===== src/rtl/core/utf8sd_pkg.sv =====
// Package for the UTF-8 stream decoder: field widths, code point constants,
// decoder state and result types shared by the decoder core and the top level.
// No dependencies.
`timescale 1ns / 1ps

package utf8sd_pkg;

    localparam int BYTE_W = 8;
    localparam int CP_W   = 21;

    // Default depth of the result queue; must be a power of two, at least 2.
    localparam int QUEUE_DEPTH = 4;

    localparam logic [CP_W-1:0] REPL_CP      = 21'h00FFFD;
    localparam logic [CP_W-1:0] MIN_3BYTE_CP = 21'h000800;
    localparam logic [CP_W-1:0] SURR_LO_CP   = 21'h00D800;
    localparam logic [CP_W-1:0] SURR_HI_CP   = 21'h00E000;
    localparam logic [CP_W-1:0] MIN_4BYTE_CP = 21'h010000;
    localparam logic [CP_W-1:0] MAX_CP_LIMIT = 21'h110000;

    localparam logic [BYTE_W-1:0] CONT_LO    = 8'h80;
    localparam logic [BYTE_W-1:0] CONT_HI    = 8'hC0;
    localparam logic [BYTE_W-1:0] LEAD2_MIN  = 8'hC2;
    localparam logic [BYTE_W-1:0] LEAD3_MIN  = 8'hE0;
    localparam logic [BYTE_W-1:0] LEAD4_MIN  = 8'hF0;
    localparam logic [BYTE_W-1:0] LEAD4_BAD  = 8'hF5;

    localparam logic [2:0] SEQ_LEN_2 = 3'd2;
    localparam logic [2:0] SEQ_LEN_3 = 3'd3;
    localparam logic [2:0] SEQ_LEN_4 = 3'd4;

    typedef struct packed {
        logic [1:0]      remaining;
        logic [2:0]      length;
        logic [CP_W-1:0] acc;
        logic            forced;
    } seq_state_t;

    typedef struct packed {
        logic [CP_W-1:0] code_point;
        logic            is_replacement;
        logic            last_of_run;
    } result_t;

endpackage


===== src/rtl/core/utf8sd_decoder.sv =====
// Decoder core: holds the pending multi-byte sequence and turns each accepted
// byte into zero, one or two results. Depends on utf8sd_pkg.
`timescale 1ns / 1ps

module utf8sd_decoder (
    input  logic                              aclk,
    input  logic                              aresetn,
    input  logic                              in_accept,
    input  logic [utf8sd_pkg::BYTE_W-1:0]     in_byte,
    output logic [1:0]                        res_count,
    output utf8sd_pkg::result_t               res0,
    output utf8sd_pkg::result_t               res1
);

    utf8sd_pkg::seq_state_t state_reg;
    utf8sd_pkg::seq_state_t state_next;

    // Lead byte decoding, starting from an empty sequence.
    utf8sd_pkg::seq_state_t lead_state;
    logic                   lead_has_res;
    utf8sd_pkg::result_t    lead_res;

    logic                            is_cont;
    logic [utf8sd_pkg::CP_W-1:0]     acc_shift;
    logic [1:0]                      rem_dec;
    logic                            seq_bad;

    always_comb begin
        lead_state   = '0;
        lead_has_res = 1'b0;
        lead_res     = '0;
        lead_res.last_of_run = 1'b1;
        if (in_byte < utf8sd_pkg::CONT_LO) begin
            lead_has_res        = 1'b1;
            lead_res.code_point = {{(utf8sd_pkg::CP_W-utf8sd_pkg::BYTE_W){1'b0}}, in_byte};
        end else if (in_byte < utf8sd_pkg::LEAD2_MIN) begin
            lead_has_res            = 1'b1;
            lead_res.code_point     = utf8sd_pkg::REPL_CP;
            lead_res.is_replacement = 1'b1;
        end else if (in_byte < utf8sd_pkg::LEAD3_MIN) begin
            lead_state.length    = utf8sd_pkg::SEQ_LEN_2;
            lead_state.remaining = 2'd1;
            lead_state.acc       = {16'd0, in_byte[4:0]};
        end else if (in_byte < utf8sd_pkg::LEAD4_MIN) begin
            lead_state.length    = utf8sd_pkg::SEQ_LEN_3;
            lead_state.remaining = 2'd2;
            lead_state.acc       = {17'd0, in_byte[3:0]};
        end else begin
            lead_state.length    = utf8sd_pkg::SEQ_LEN_4;
            lead_state.remaining = 2'd3;
            lead_state.acc       = {18'd0, in_byte[2:0]};
            lead_state.forced    = (in_byte >= utf8sd_pkg::LEAD4_BAD);
        end
    end

    assign is_cont   = (in_byte >= utf8sd_pkg::CONT_LO) && (in_byte < utf8sd_pkg::CONT_HI);
    assign acc_shift = {state_reg.acc[utf8sd_pkg::CP_W-7:0], in_byte[5:0]};
    assign rem_dec   = state_reg.remaining - 2'd1;

    // Judge a completed sequence; any length other than two or three is
    // treated as a four-byte sequence.
    always_comb begin
        case (state_reg.length)
            utf8sd_pkg::SEQ_LEN_2: seq_bad = 1'b0;
            utf8sd_pkg::SEQ_LEN_3: seq_bad = (acc_shift < utf8sd_pkg::MIN_3BYTE_CP)
                || ((acc_shift >= utf8sd_pkg::SURR_LO_CP)
                    && (acc_shift < utf8sd_pkg::SURR_HI_CP));
            default: seq_bad = state_reg.forced
                || (acc_shift < utf8sd_pkg::MIN_4BYTE_CP)
                || (acc_shift >= utf8sd_pkg::MAX_CP_LIMIT);
        endcase
    end

    always_comb begin
        state_next = state_reg;
        res_count  = 2'd0;
        res0       = lead_res;
        res1       = lead_res;
        if (state_reg.remaining == 2'd0) begin
            state_next = lead_state;
            res_count  = lead_has_res ? 2'd1 : 2'd0;
        end else if (is_cont) begin
            state_next.acc       = acc_shift;
            state_next.remaining = rem_dec;
            if (rem_dec == 2'd0) begin
                state_next              = '0;
                res_count               = 2'd1;
                res0.code_point         = seq_bad ? utf8sd_pkg::REPL_CP : acc_shift;
                res0.is_replacement     = seq_bad;
                res0.last_of_run        = 1'b1;
            end
        end else begin
            // The pending sequence is cut short; the byte then starts over.
            state_next          = lead_state;
            res0.code_point     = utf8sd_pkg::REPL_CP;
            res0.is_replacement = 1'b1;
            res0.last_of_run    = !lead_has_res;
            res_count           = lead_has_res ? 2'd2 : 2'd1;
        end
    end

    always_ff @(posedge aclk) begin
        if (!aresetn) begin
            state_reg <= '0;
        end else if (in_accept) begin
            state_reg <= state_next;
        end
    end

endmodule


===== src/rtl/core/utf8sd_outq.sv =====
// Result queue: takes up to two results per cycle from the decoder and
// presents one per cycle on the output channel while out_ready is high. Depends on utf8sd_pkg.
`timescale 1ns / 1ps

module utf8sd_outq #(
    parameter int DEPTH = utf8sd_pkg::QUEUE_DEPTH
) (
    input  logic                   aclk,
    input  logic                   aresetn,
    input  logic [1:0]             push_count,
    input  utf8sd_pkg::result_t    push0,
    input  utf8sd_pkg::result_t    push1,
    output logic                   has_room,
    output logic                   out_valid,
    input  logic                   out_ready,
    output utf8sd_pkg::result_t    out_data
);

    localparam int PTR_W = $clog2(DEPTH);
    localparam int CNT_W = $clog2(DEPTH + 1);

    utf8sd_pkg::result_t entry_reg [DEPTH];

    logic [PTR_W-1:0] wr_ptr_reg, wr_ptr_next;
    logic [PTR_W-1:0] rd_ptr_reg, rd_ptr_next;
    logic [CNT_W-1:0] count_reg, count_next;
    logic [PTR_W-1:0] wr_ptr_plus1;
    logic             pop;

    assign pop          = out_valid && out_ready;
    assign out_valid    = (count_reg != '0);
    assign out_data     = entry_reg[rd_ptr_reg];
    // Room for the worst case of two results from one byte.
    assign has_room     = (count_reg <= CNT_W'(DEPTH - 2));
    assign wr_ptr_plus1 = wr_ptr_reg + PTR_W'(1);

    always_comb begin
        wr_ptr_next = wr_ptr_reg + PTR_W'(push_count);
        rd_ptr_next = rd_ptr_reg + PTR_W'(pop);
        count_next  = count_reg + CNT_W'(push_count) - CNT_W'(pop);
    end

    always_ff @(posedge aclk) begin
        if (!aresetn) begin
            wr_ptr_reg <= '0;
            rd_ptr_reg <= '0;
            count_reg  <= '0;
        end else begin
            wr_ptr_reg <= wr_ptr_next;
            rd_ptr_reg <= rd_ptr_next;
            count_reg  <= count_next;
        end
    end

    always_ff @(posedge aclk) begin
        if (push_count != 2'd0) begin
            entry_reg[wr_ptr_reg] <= push0;
        end
        if (push_count == 2'd2) begin
            entry_reg[wr_ptr_plus1] <= push1;
        end
    end

endmodule


===== src/rtl/core/utf8_stream_decoder.sv =====
// UTF-8 stream decoder: one byte in per cycle while s_ready is high, Unicode
// code points out. Built from utf8sd_decoder and utf8sd_outq; depends on utf8sd_pkg.
//
// Input channel: s_in_byte with s_valid/s_ready, one raw byte per transaction.
// Output channel: m_code_point, m_is_replacement, m_last_of_run with
// m_valid/m_ready, one result per transaction. A byte gives zero, one or two
// results; m_last_of_run marks the final result caused by a byte.
// Each result is queued when its byte is taken, behind any earlier results.
// Throughput: one byte per cycle while s_ready is high. The sequence state
// updates in the cycle a byte is accepted, so bytes may follow back to back.
// Results leave at one per cycle while m_ready is high, so a run of bytes
// that each give two results is limited by the output side.
// Stalls: results collect in a QUEUE_DEPTH-entry queue; s_ready stays high
// while two entries are free, and drops when the receiver holds m_ready low
// long enough that fewer than two are free. No result is lost or repeated.
// Reset: aresetn (synchronous, active low) drops any pending sequence and
// empties the queue.
`timescale 1ns / 1ps

module utf8_stream_decoder #(
    parameter int QUEUE_DEPTH = utf8sd_pkg::QUEUE_DEPTH
) (
    input  logic                              aclk,
    input  logic                              aresetn,
    input  logic                              s_valid,
    output logic                              s_ready,
    input  logic [utf8sd_pkg::BYTE_W-1:0]     s_in_byte,
    output logic                              m_valid,
    input  logic                              m_ready,
    output logic [utf8sd_pkg::CP_W-1:0]       m_code_point,
    output logic                              m_is_replacement,
    output logic                              m_last_of_run
);

    logic                in_accept;
    logic [1:0]          res_count;
    logic [1:0]          push_count;
    utf8sd_pkg::result_t res0;
    utf8sd_pkg::result_t res1;
    utf8sd_pkg::result_t out_data;

    assign in_accept  = s_valid && s_ready;
    assign push_count = in_accept ? res_count : 2'd0;

    utf8sd_decoder u_decoder (
        .aclk      (aclk),
        .aresetn   (aresetn),
        .in_accept (in_accept),
        .in_byte   (s_in_byte),
        .res_count (res_count),
        .res0      (res0),
        .res1      (res1)
    );

    utf8sd_outq #(
        .DEPTH (QUEUE_DEPTH)
    ) u_outq (
        .aclk       (aclk),
        .aresetn    (aresetn),
        .push_count (push_count),
        .push0      (res0),
        .push1      (res1),
        .has_room   (s_ready),
        .out_valid  (m_valid),
        .out_ready  (m_ready),
        .out_data   (out_data)
    );

    assign m_code_point     = out_data.code_point;
    assign m_is_replacement = out_data.is_replacement;
    assign m_last_of_run    = out_data.last_of_run;

endmodule

===== config.mk =====
export PLATFORM = sky130hd
export DESIGN_NAME = utf8_stream_decoder
export DESIGN_NICKNAME = d
export VERILOG_FILES = /design/src/rtl/core/utf8sd_pkg.sv /design/src/rtl/core/utf8sd_decoder.sv /design/src/rtl/core/utf8sd_outq.sv /design/src/rtl/core/utf8_stream_decoder.sv
export SDC_FILE = /design/constraint.sdc
export NUM_CORES = 1
export LEC_CHECK = 0
export ABC_AREA = 1
export ABC_CLOCK_PERIOD_IN_PS = 2800
export BUFFER_PORTS_ARGS = -buffer_cell sky130_fd_sc_hd__buf_2
export CORE_MARGIN = 2
export CORE_UTILIZATION = 50
export CTS_BUF_LIST = sky130_fd_sc_hd__clkbuf_4 sky130_fd_sc_hd__clkbuf_8
export DETAILED_ROUTE_END_ITERATION = 16
export HOLD_SLACK_MARGIN = 0.1
export PLACE_DENSITY = 0.69
export RECOVER_POWER = 100
export SYNTH_ARGS = -nofsm -noshare
export SYNTH_HDL_FRONTEND = slang
export SYNTH_SLANG_ARGS = --single-unit

===== constraint.sdc =====
create_clock -name aclk -period 2.8 [get_ports aclk]
set_input_delay 0.28 -clock aclk [delete_from_list [all_inputs] [get_ports aclk]]
set_output_delay 0.28 -clock aclk [all_outputs]
set_load 0.03 [all_outputs]

==> After elaboration in Yosys (flattened, before gate mapping) <==
Memory sizes are Yosys's and may differ from the RTL's. A register that Yosys moved wholly into a read port is not among the register bits.
Index checks and enable logic that the tools add are counted.
W data, S select, Z words.
{ "classes": {"n_addsub": 6, "order_cmp": 13, "n_eq_ne": 4, "muxes": 30, "reduce_logical": 13} }
{ "ops": {"columns": ["cell", "count"], "rows": [
  ["$mux W27", 5],
  ["$mux W23", 3],
  ["$lt A8 B8 Y1 const B", 5],
  ["$mux W26", 1],
  ["$mux W25", 1],
  ["$ge A21 B16 Y1 const B", 1],
  ["$ge A21 B21 Y1 const B", 1],
  ["$lt A21 B12 Y1 const B", 1],
  ["$lt A21 B16 Y1 const B", 1],
  ["$lt A21 B17 Y1 const B", 1],
  ["$mux W21", 1],
  ["$mux W17", 1],
  ["$ge A8 B8 Y1 const B", 2],
  ["$mux W16", 1],
  ["$mux W1", 11],
  ["$mux W2", 5],
  ["$eq A3 B2 Y1 const B", 2],
  ["$logic_and A1 B1 Y1", 4],
  ["$logic_not A2 Y1", 2],
  ["$add A3 B2 Y3", 1],
  ["$le A3 B2 Y1 const B", 1],
  ["$logic_or A1 B1 Y1", 3],
  ["$ne A3 B3 Y1 const B", 1],
  ["$reduce_bool A3 Y1", 1],
  ["10 further kinds", 10]
]} }
{ "totals": {"regBits": 28, "ram_bits": 92, "output_inout_bits": 25, "word_cells": 74, "mem_count": 1} }
{ "memory_table": {"columns": ["name", "depth", "width", "read_ports", "rd_clocked_by_memory_dff", "wr", "line_no", "text"], "rows": [
  ["u_outq.entry_reg", 4, 23, 1, 1, 2, "utf8sd_outq.sv:22", "utf8sd_pkg::result_t entry_reg [DEPTH];"]
]} }

==> Logic depth before layout (Yosys ltp) <==
{ "depth": {"ltp_word": 10, "ltp_mapped": 14, "depth_no_buf": 14} }

==> Hierarchy <==
From an unflattened synthesis, not the netlist that was laid out.
{ "unflattened": {"hier_cells": 746, "area_unflattened_um2": 6712.7} }
{ "by_module_without_submodules": {"columns": ["mod", "n_inst", "cells_each", "area_each_um2", "seq_area_each_um2"], "rows": [
  ["utf8sd_outq", 1, 507, 5159.9, 2902.8],
  ["utf8sd_decoder", 1, 233, 1530.2, 420.4],
  ["utf8_stream_decoder", 1, 6, 22.5, 0.0]
]} }

==> Worst setup path before layout <==
Ideal clock, no wire load.
{ "synth_path": {"path_type": "flip-flop to flip-flop", "from": "register u_outq.count_reg[1]", "to": "register u_outq.count_reg[2]", "arrival_time_ns": 2.332, "t_required_ns": 2.679, "setup_slack_ns": 0.347, "stages_incl_launch_ff": 12, "synth_period_minus_slack_ns": 2.453, "path_cell_list": "dfxtp_1 > a21oi_2 > and2_2 > inv_2 > nor2_4 > inv_6 > ha_1 > inv_1 > fa_1 > xor2_1 > o21ai_0 > a21oi_1"} }
{ "synth_between": {"elab_chain_cells": 5, "word_cells_on_any_way": 7, "classes_between": "add/sub (2); order compare (1); mux (1); reduce/logical (3)"} }
{ "synth_rtl": {"columns": ["element", "line_no", "text"], "rows": [
  ["from (decl)", "utf8sd_outq.sv:26", "logic [CNT_W-1:0] count_reg, count_next;"],
  ["from (signal assigned)", "utf8sd_outq.sv:51", "count_reg <= count_next;"],
  ["$le A3 B2 Y1", "utf8sd_outq.sv:34", "assign has_room = (count_reg <= CNT_W'(DEPTH - 2));"],
  ["net s_ready", "utf8_stream_decoder.sv:26", "output logic s_ready,"],
  ["$logic_and A1 B1 Y1", "utf8_stream_decoder.sv:42", "assign in_accept = s_valid && s_ready;"],
  ["$mux W2", "utf8_stream_decoder.sv:43", "assign push_count = in_accept ? res_count : 2'd0;"],
  ["$add A3 B2 Y3", "utf8sd_outq.sv:40", "count_next = count_reg + CNT_W'(push_count) - CNT_W'(pop);"],
  ["$sub A3 B1 Y3", "utf8sd_outq.sv:40", null]
]} }
The timed path passes the listed nets, and every way through them passes these cells.
A chain may end at the register's enable or synchronous reset.

==> metrics.csv <==
metric;value;unit
diodes;0;
ios;37;
p_sw_share;39.41;%
ctsHtreeMaxLevel;4;
dp_slack;0.3200;ns
avgSynthCellArea;7.843;sq um
path_delay_family;buffers and inverters;
tns;0;ns
syn_area;6071;sq um
slew_violations;0;
synth_nets;794;
yosysWarnings;0;
path_cells;clkinv_1, o21ai_0, a21oi_1, a21oi_1, clkbuf_1;
largest_reg_flops;92;
fin_crit_sh;92.62;%
cp_max_fo;28;
crit_required;2.52;ns
drive_gt1_share;10.19;%
drtIter0Drc;372;
gp_congestion;0.9139;
async_flop_share;0;%
grt_pass1_vias;5041;
start_kind;register;
p_switching;2.469;mW
drc;0;
cts_buffers;17;
grt_max_degree;43;
min_period;2.593;ns
ys.flop_type;edfxtp_1;
drt-wirelength-per-cell;16.13;microns
nNetsFinal;832;
max-vdd-ir-drop;0.0003042;V
combPwrFrac;36.2;%
insertion_delay;0.44;ns
post_cts_buffers;0;
arrival;2.31;ns
die_h;114.2;microns
hpwl;10.62;mm
synth_seq_cells;120;
setup_ws;0.2068;ns
layout_common_cells;308 x nand2_1, 68 x edfxtp_1, 60 x a21oi_1, 59 x nor2_1, 58 x o21ai_0;
min_path_type;in -> reg;
die_w;114.2;microns
cpMostUsedCell;a21oi_1;
setup_viol;0;
p_leak;3.152;nW
yosys-top-cells-area;edfxtp_1 34%, nand2_1 19%, dfxtp_1 17%;
final_hold_viol_count;0;
power.density;932.9;nW/um^2
pwr-share-clk;25.9;%
cts_max_path_buffers;2;
pwr-share-seq;37.9;%
vias_per_cell;5.371;
slowest_delay;0.64;ns
placeableCoreArea;11910;sq um
ctsRootBufferMaster;clkbuf_8;
routed_wl;15.66;mm
final_common_cell;nand2_1;
rows;40;
worstMarginPinSlew;0.8970;ns
critPathKind;reg -> out;
synth_top_area_cell;edfxtp_1;
relSlewSlack;40.14;%
post_cts_resized;0;
max_freq;0.3856;GHz
ys_seq_area_share;50.78;%
drv_cap;0;
cp_num_buf_inv;2;
intPower;3.796;mW
antenna_found_initial;0;
dieArea;13040;sq um
io_buffers;36;
ant_nets;0;
syn_inst;774;
overflow;0;
areaGrowthSynthToFinish;10.61;%
cts.sinks;120;
yosysUniqueCellTypes;42;
timing.critical_path.to_type;output port;
status;complete, no violations;
grt_usage;25.51;%
netlist.area_leader.share;33.64;%
ctsHoldBuffers;0;
crit_slowest_cell;clkinv_1;
drtPass1Iterations;5;
rsz0062_at_grt;false;
initial_core_util;50.97;%
cts_tree;done;
skew;0.01149;ns
vias;5215;
clkSlewWorstSetupHoldPaths;0.07;ns
synth_edf_count;68;
grt_pass1_wl;25.30;mm
[cells in the mapped netlist (2+ instances only)]
cell / n
a21oi_1: 60
buf_2: 2
buf_6: 7
clkbuf_1: 18
clkinv_1: 3
clkinv_2: 3
dfxtp_1: 52
edfxtp_1: 68
ha_1: 7
inv_1: 46
inv_2: 8
nand2_1: 308
nand2_2: 10
nand2_4: 4
nand3_1: 13
nor2_1: 59
nor2_2: 2
nor2_4: 2
nor3_1: 3
o21ai_0: 54
o21ai_1: 6
o22ai_1: 18
xor2_1: 2
[layer usage]
metal | vias up | wire [microns] | GRT usage [%]
li1 | 2586 | - | -
met4 | 0 | 417 | 13.17
met5 | - | 0 | 0
met3 | 39 | 1019 | 4.870
met1 | 2398 | 6808 | 32.94
met2 | 192 | 7414 | 40.99
[layout make-up]
| type | instances | area (sq um) |
|---|---|---|
| inverter | 62 | 232.7 |
| timing repair buffer | 48 | 242.7 |
| clock inverter | 13 | 160.2 |
| fill | 1116 | 5196 |
| tap | 147 | 183.9 |
| sequential | 120 | 3083 |
| multi-input combinational | 563 | 2571 |
| clock buffer | 18 | 241.5 |
[worst min-delay path, cell delays in order]
cell,delay (ns)
buf_2,0.13
nand2_1,0.07
a21oi_1,0.05
[stage by stage]
step | std cells | hold slack (ns) | instance area (sq um) | util, % | power [mW]
6_report | 971 | 0.1324 | 6715 | 56.38 | 6.265
5_1_grt | 971 | 0.1340 | 6715 | 56.38 | 6.635
4_1_cts | 971 | 0.1057 | 6771 | 56.85 | 6.348
3_5_place_dp | 940 | 0.4609 | 6370 | 53.48 | 4.732
3_3_place_gp | 940 | 0.4529 | 6370 | 53.48 | 4.678
2_1_floorplan | 774 | 0.4226 | 6071 | - | 4.100
[worst paths after layout]
kind | slack [ns] | start | cells past startpoint | end
worst min-delay path | 0.13 | s_in_byte[0] | 3 | u_decoder.acc_shift[6]
worst max-delay path | 0.21 | u_outq.rd_ptr_reg[1] | 5 | m_code_point[19]
worst min register to register | 0.47 | u_decoder.state_reg[24] | 2 | u_decoder.state_reg[24]
worst max register to register | 0.25 | u_decoder.state_reg[25] | 11 | u_outq.entry_reg[2][7]
[power groups by stage]
stage	logic [mW]	clock network [mW]	registers [mW]
floorplan	1.72	0	2.38
detailed placement	2.32	0	2.41
finish	2.27	1.62	2.38
global placement	2.28	0	2.39
CTS	2.33	1.64	2.37
global route	2.51	1.71	2.41
[cell families after synthesis]
kind of cell / Yosys count / share of synthesized area [%]
adders and majority gates: 8 / 1.772
DFF: 120 / 50.78
AOI/OAI and AO/OA: 144 / 12.61
buffers and inverters: 91 / 6.781
xor gates and xnor gates: 3 / 0.4329
and+or+nand+nor: 408 / 27.62
No activity file was read; power rests on OpenSTA's default activity.
